===== config.mk =====
export PLATFORM = sky130hd
export DESIGN_NAME = asbfa_ctrl
export DESIGN_NICKNAME = d
export VERILOG_FILES = /design/src/hdl/asbfa_pkg.sv /design/src/hdl/asbfa_ctrl.sv
export SDC_FILE = /design/constraint.sdc
export NUM_CORES = 1
export LEC_CHECK = 0
export BUFFER_PORTS_ARGS = -buffer_cell sky130_fd_sc_hd__buf_2
export CAP_MARGIN = 20
export CORE_MARGIN = 8
export CORE_UTILIZATION = 45
export DETAILED_ROUTE_END_ITERATION = 6
export GPL_TIMING_DRIVEN = 0
export HOLD_SLACK_MARGIN = 0.12
export PLACE_DENSITY = 0.69
export SYNTH_ARGS = -nofsm -noshare
export SYNTH_HDL_FRONTEND = slang
export SYNTH_SLANG_ARGS = --single-unit

===== constraint.sdc =====
create_clock -name aclk -period 2.35 [get_ports aclk]
set_input_delay 0.47 -clock aclk [delete_from_list [all_inputs] [get_ports aclk]]
set_output_delay 0.47 -clock aclk [all_outputs]
set_load 0.005 [all_outputs]

===== src/hdl/asbfa_pkg.sv =====
// ----------------------------------------------------------------------------
// Arena stack allocator package
// Widths, operation and status codes, and the command and status bundles that
// pass between the controller and the datapath.
// ----------------------------------------------------------------------------
package asbfa_pkg;

    localparam int ADDR_W    = 48;
    localparam int SIZE_W    = 41;
    localparam int ALIGN_W   = 13;
    localparam int OP_W      = 3;
    localparam int STATUS_W  = 2;
    localparam int CFG_IDX_W = 1;

    // Wide enough for base plus offset plus alignment slack and a request.
    localparam int SUM_W = ADDR_W + 2;

    localparam int FREE_SLOTS_DEFAULT = 256;

    // Page size of the committed region; must be a power of two.
    localparam int PAGE_BYTES = 4096;
    localparam int PAGE_SHIFT = $clog2(PAGE_BYTES);

    localparam logic [SIZE_W-1:0] REGION_RESET = SIZE_W'(64'd1073741824);

    localparam logic [OP_W-1:0] OP_ALLOC   = 3'd0;
    localparam logic [OP_W-1:0] OP_FREE    = 3'd1;
    localparam logic [OP_W-1:0] OP_POP     = 3'd2;
    localparam logic [OP_W-1:0] OP_SAVE    = 3'd3;
    localparam logic [OP_W-1:0] OP_RESTORE = 3'd4;
    localparam logic [OP_W-1:0] OP_RESET   = 3'd5;

    localparam logic [STATUS_W-1:0] STATUS_OK        = 2'd0;
    localparam logic [STATUS_W-1:0] STATUS_UNDERFLOW = 2'd1;
    localparam logic [STATUS_W-1:0] STATUS_FULL      = 2'd2;
    localparam logic [STATUS_W-1:0] STATUS_REGION    = 2'd3;

    localparam logic [CFG_IDX_W-1:0] CFG_BASE   = 1'b0;
    localparam logic [CFG_IDX_W-1:0] CFG_REGION = 1'b1;

    typedef struct packed {
        logic accept;
        logic clear_step;
        logic scan_start;
        logic scan_step;
        logic bump_top;
        logic bump_align;
        logic bump_offset;
        logic bump_size;
        logic bump_compare;
        logic bump_page;
        logic finish_simple;
        logic finish_hit;
        logic finish_free;
        logic finish_bump;
    } cmd_t;

    typedef struct packed {
        logic clear_done;
        logic scan_done;
        logic found;
        logic op_alloc;
        logic op_free;
        logic out_busy;
    } stat_t;

endpackage


===== src/hdl/asbfa_ctrl.sv =====
// ----------------------------------------------------------------------------
// Arena stack allocator controller
// Sequences the clearing pass, the free-list scan, the bump steps and the
// hand-off of each result to the output register.
// ----------------------------------------------------------------------------
module asbfa_ctrl (
    input  logic             aclk,
    input  logic             aresetn,
    input  logic             s_valid,
    output logic             s_ready,
    input  asbfa_pkg::stat_t stat,
    output asbfa_pkg::cmd_t  cmd
);

    typedef enum logic [12:0] {
        ST_CLEAR     = 13'b0000000000001,
        ST_IDLE      = 13'b0000000000010,
        ST_EXEC      = 13'b0000000000100,
        ST_SCAN      = 13'b0000000001000,
        ST_HIT       = 13'b0000000010000,
        ST_FREE      = 13'b0000000100000,
        ST_BUMP_A    = 13'b0000001000000,
        ST_BUMP_B    = 13'b0000010000000,
        ST_BUMP_C    = 13'b0000100000000,
        ST_BUMP_D    = 13'b0001000000000,
        ST_BUMP_E    = 13'b0010000000000,
        ST_BUMP_F    = 13'b0100000000000,
        ST_BUMP_END  = 13'b1000000000000
    } state_t;

    state_t state_reg;
    state_t state_next;

    always_ff @(posedge aclk) begin
        if (!aresetn) begin
            state_reg <= ST_CLEAR;
        end else begin
            state_reg <= state_next;
        end
    end

    assign s_ready = (state_reg == ST_IDLE);

    always_comb begin
        cmd        = '0;
        state_next = state_reg;
        unique case (state_reg)
            ST_CLEAR: begin
                cmd.clear_step = 1'b1;
                if (stat.clear_done) begin
                    state_next = ST_IDLE;
                end
            end
            ST_IDLE: begin
                if (s_valid) begin
                    cmd.accept = 1'b1;
                    state_next = ST_EXEC;
                end
            end
            ST_EXEC: begin
                if (stat.op_alloc || stat.op_free) begin
                    cmd.scan_start = 1'b1;
                    state_next     = ST_SCAN;
                end else if (!stat.out_busy) begin
                    cmd.finish_simple = 1'b1;
                    state_next        = ST_IDLE;
                end
            end
            ST_SCAN: begin
                cmd.scan_step = 1'b1;
                if (stat.scan_done) begin
                    priority if (stat.op_free) begin
                        state_next = ST_FREE;
                    end else if (stat.found) begin
                        state_next = ST_HIT;
                    end else begin
                        state_next = ST_BUMP_A;
                    end
                end
            end
            ST_HIT: begin
                if (!stat.out_busy) begin
                    cmd.finish_hit = 1'b1;
                    state_next     = ST_IDLE;
                end
            end
            ST_FREE: begin
                if (!stat.out_busy) begin
                    cmd.finish_free = 1'b1;
                    state_next      = ST_IDLE;
                end
            end
            ST_BUMP_A: begin
                cmd.bump_top = 1'b1;
                state_next   = ST_BUMP_B;
            end
            ST_BUMP_B: begin
                cmd.bump_align = 1'b1;
                state_next     = ST_BUMP_C;
            end
            ST_BUMP_C: begin
                cmd.bump_offset = 1'b1;
                state_next      = ST_BUMP_D;
            end
            ST_BUMP_D: begin
                cmd.bump_size = 1'b1;
                state_next    = ST_BUMP_E;
            end
            ST_BUMP_E: begin
                cmd.bump_compare = 1'b1;
                state_next       = ST_BUMP_F;
            end
            ST_BUMP_F: begin
                cmd.bump_page = 1'b1;
                state_next    = ST_BUMP_END;
            end
            ST_BUMP_END: begin
                if (!stat.out_busy) begin
                    cmd.finish_bump = 1'b1;
                    state_next      = ST_IDLE;
                end
            end
            default: begin
                state_next = ST_CLEAR;
            end
        endcase
    end

endmodule


== Yosys cells after proc, flatten, opt, wreduce, memory -nomap -nowiden ==
Index checks and enable logic that the tools add are counted.

* Bits in registers: 13
* Input port bits: 9
* Word-level logic and storage cells: 46
* Output and inout port bits: 15

* Equality and inequality tests: 16
* Muxes and demuxes: 26
* Reductions and logical operators: 3

{| class="wikitable"
|+ Operators by type and width
! cell !! count
|-
| case mux 13 bit (11 select lines) || 1
|-
| 2-to-1 mux 13 bit || 6
|-
| 2-to-1 mux 1 bit || 18
|-
| equality test 13 x 1 -> 1 bit, second input constant || 1
|-
| equality test 13 x 10 -> 1 bit, second input constant || 1
|-
| equality test 13 x 11 -> 1 bit, second input constant || 1
|-
| equality test 13 x 12 -> 1 bit, second input constant || 1
|-
| equality test 13 bit, second input constant || 1
|-
| equality test 13 x 2 -> 1 bit, second input constant || 1
|-
| equality test 13 x 3 -> 1 bit, second input constant || 1
|-
| equality test 13 x 4 -> 1 bit, second input constant || 1
|-
| equality test 13 x 5 -> 1 bit, second input constant || 1
|-
| equality test 13 x 6 -> 1 bit, second input constant || 1
|-
| equality test 13 x 7 -> 1 bit, second input constant || 1
|-
| equality test 13 x 8 -> 1 bit, second input constant || 1
|-
| equality test 13 x 9 -> 1 bit, second input constant || 1
|-
| 2-to-1 mux 7 bit || 1
|-
| != test 2 bit, second input constant || 3
|-
| AND reduction 3 bit || 1
|-
| OR reduction 3 bit || 1
|-
| logical OR 1 bit || 1
|}

== Longest topological paths before layout ==
* Word-level depth: 4
* Depth in mapped cells: 7
* Mapped depth without buffers: 6

== Worst setup path after synthesis ==
No wires, ideal clock.

* Path kind: reg-to-output
* Start: register state_reg[5]
* End: output port cmd[13] (netlist bit)
* Buffers on the path: 1
* Path slack: 0.265 ns
* Cell stages (with the launch flop): 6
* Arrival time: 1.615 ns
* Data required time: 1.880 ns
* Path through: dfxtp_1 -> buf_6 -> or4_4 -> nor3_2 -> and4b_1 -> and2_1

{| class="wikitable"
|+ RTL lines
! element !! line !! text
|-
| start: declaration || asbfa_ctrl.sv:31 || <nowiki>state_t state_reg;</nowiki>
|-
| start signal: assignment || asbfa_ctrl.sv:38 || <nowiki>state_reg <= state_next;</nowiki>
|-
| end: declaration || asbfa_ctrl.sv:12 || <nowiki>output asbfa_pkg::cmd_t cmd</nowiki>
|}

==> flow_summary_export.csv <==
group,metric,value,unit
drt,first_pass_iters,4,
synthesis,ys_seq_area_share,25.7,%
global_route,grt.total_usage,13.5,%
global_route,use_met1,15.7,%
place,place.gp.congestion,0.825,
pwr,internal_power,403,µW
timing,rsz0062_at_grt,"true",
clock_tree,cts_buffers,3,
flow_run,maxCapViolCount,0,
drt,dr_total_vias,1055,
synthesis,synth_top_family_by_area,"simple AND/OR/NAND/NOR gates",
timing,slew_violations,0,
setup_path,critPathTopFamily,"simple AND/OR/NAND/NOR gates",
clock_tree,cts_sinks,13,
setup_path,worstPathArrival,1.93,ns
setup_path,cp_cell_sequence,"or4_4 > nor3_4 > and4b_2 > and2_1 > buf_2",
setup_path,critPathCaptureType,"output pin",
clock_tree,ctsHoldBuffers,0,
drt,wire_per_inst,15.4,µm
cells_and_area,syn_to_final_growth,33.5,%
global_route,grt_use_met3,4.42,%
setup_path,crit_fanout,4,
drt,drc,0,
floorplan,io_pins,24,
pwr,p_seq_share,37.4,%
pwr,p_per_area,459,mW/mm²
global_route,top_usage_layer,"met2",
synthesis,syn_area,0.00101,mm²
floorplan,core,0.00217,mm²
setup_path,slowest_delay,0.59,ns
timing,fin_ws,-0.0505,ns
drt,via_per_inst,5.73,
synthesis,yosysUniqueCellTypes,47,
clock_tree,ctsRootBufferMaster,"clkbuf_4",
pwr,power.share.combinational,38.7,%
cells_and_area,layout.nets,166,
timing,timing.slew.headroom,65.3,%
global_route,grtUsageMet2,22.9,%
setup_path,crit_path_top_delay_cell,"or4_4",
floorplan,die_w,63.5,µm
pwr,swShare,35.0,%
pwr,p_clk_share,23.8,%
clock_tree,cts_tree,"built",
drt,postRouteAntennaNets,0,
timing,tightest_slew,0.516,ns
clock_tree,cts_max_level,1,
timing,finalCriticalPeriod,2.40,ns
cells_and_area,final_cells,184,
synthesis,syn-mean-instance-area,8.52,µm²
timing,setup_viol,4,
setup_path,cp_num_buf_inv,1,
synthesis,synth_ff_type,"dfxtp_1",
floorplan,start_util,46.7,%
global_route,antenna_found_initial,0,
global_route,grt_pass1_wl,4560,µm
synthesis,synth-edff-count,0,
synthesis,synth_cells,119,
floorplan,die_area,0.00403,mm²
place,placed_cells,170,
synthesis,synth-xor-area-share,3.46,%
drt,drt_iter0_markers,37,
timing,fin_skew,0.00390,ns
synthesis,synth_compound_area_share,14.0,%
synthesis,syn_nets,128,
cells_and_area,drive_above_1_share,50.6,%
cells_and_area,largest_reg_flops,13,
timing,hold_violations,0,
setup_path,critPathRequiredTime,1.88,ns
min_path,hold_class,"input pin to register",
pwr,p_switching,217,µW
timing,hold_slack,0.360,ns
timing,max_freq,417,MHz
pwr,leakagePower,0.561,nW
place,port_buffers,23,
synthesis,yosys.area_share.adder,0,%
drt,drt_wl_total,2840,µm
setup_path,crit_type,"register to output pin",
clock_tree,clk_pin_slew_worst_paths,0.09,ns
synthesis,async_reset_ff_share,0,%
place,place.detailed.hpwl,1970,µm
synthesis,ys_warn_count,0,
pwr,fin_total_pwr,620,µW
cells_and_area,antenna_cells,0,
outcome,violations,"negative setup slack",
synthesis,synthMuxAreaShare,0,%
synthesis,synthSimpleGateAreaFrac,47.9,%
global_route,grt_pass1_vias,1022,
timing,period_share,102,%
pwr,max-vdd-ir-drop,0.615,mV
synthesis,ys_seq_elements,13,
floorplan,num_rows,17,
place,place_ws,0.0638,ns
timing,finalSetupTns,-0.103,ns
cells_and_area,nFillCells,187,
global_route,gr-total-overflow,0,
clock_tree,clockBufferDepth,2,
setup_path,cp-start-kind,"register",
outcome,status,"finished, violations left",
floorplan,die_h,63.5,µm
global_route,grt_max_degree,11,
clock_tree,insertion_delay,0.28,ns
[cell type report]
type	count	area (µm²)	area share, %
buffer	3	31.3	2.31
clock buffer	4	26.3	1.94
inverter	5	18.8	1.39
multi-input combinational	94	731	54.0
sequential	13	280	20.7
tap	28	35.0	2.59
timing repair buffer	37	230	17.0
[what timing repair did]
action / in CTS / in global routing
pin swaps: 8 / 8
setup buffers: 10 / 4
gates resized for setup: 15 / 15
endpoints found under the setup margin: 12 / 12
[power by group through the flow]
stage	combinational [mW]	clock [mW]	sequential, mW
after floorplan	0.158	0	0.239
after global placement	0.206	0	0.240
after detailed placement	0.208	0	0.240
after CTS	0.229	0.148	0.233
after global routing	0.259	0.156	0.233
final	0.240	0.148	0.232
[metal layers]
metal / up-vias / routed length (µm)
met5: - / 0
li1: 511 / -
met3: 4 / 188
met1: 505 / 1210
met4: 0 / 23
met2: 35 / 1420
[Yosys cell counts, types with 3 or more instances]
| cell | count | area, µm² |
|---|---|---|
| o21a_1 | 3 | 22.5 |
| or4_4 | 3 | 33.8 |
| nor3_1 | 7 | 35.0 |
| dfxtp_1 | 13 | 260 |
| and2_1 | 6 | 37.5 |
| o21ai_0 | 3 | 15.0 |
| nand3_1 | 4 | 20.0 |
| nor2_1 | 18 | 67.6 |
| nor4_1 | 4 | 25.0 |
| nand2_1 | 4 | 15.0 |
| buf_6 | 5 | 56.3 |
| inv_1 | 5 | 18.8 |
[cell families after synthesis]
group,count (synthesis)
compound gates,18
xor+xnor,4
buf+inv,12
flops,13
simple gates,72
[final timing paths]
kind / startpoint / depth (start not counted) / end / slack [ns]
worst max register to register: state_reg[4]$_SDFFE_PN0P_ / 8 / state_reg[6]$_SDFFE_PN0P_ / 0.30
worst min-delay path: stat[3] / 2 / state_reg[6]$_SDFFE_PN0P_ / 0.36
worst min register to register: state_reg[5]$_SDFFE_PN0P_ / 2 / state_reg[5]$_SDFFE_PN0P_ / 0.64
worst max-delay path: state_reg[4]$_SDFFE_PN0P_ / 5 / cmd[13] / -0.05
[worst reg2reg max path, delay by kind of cell (launching register included)]
| family | cells | cell delay, ns |
|---|---|---|
| and+or+nand+nor | 6 | 1.28 |
| DFF | 1 | 0.35 |
| buffers and inverters | 2 | 0.32 |
[metrics by stage]
| step | util (%) | area (µm²) |
|---|---|---|
| 6_report | 62.3 | 1350 |
| 5_1_grt | 62.3 | 1350 |
| 4_1_cts | 58.2 | 1260 |
| 3_5_place_dp | 53.6 | 1160 |
| 3_3_place_gp | 53.6 | 1160 |
| 2_1_floorplan | - | 1010 |
[layout by cell type, fill, tap and decap left out, types with 4 or more instances in the layout]
master,n
and2_1,6
buf_2,22
buf_4,13
buf_6,4
dfxtp_1,5
dfxtp_2,4
dfxtp_4,4
inv_1,5
nor2_1,16
nor3_1,4
(Power assumes the default switching activity.)
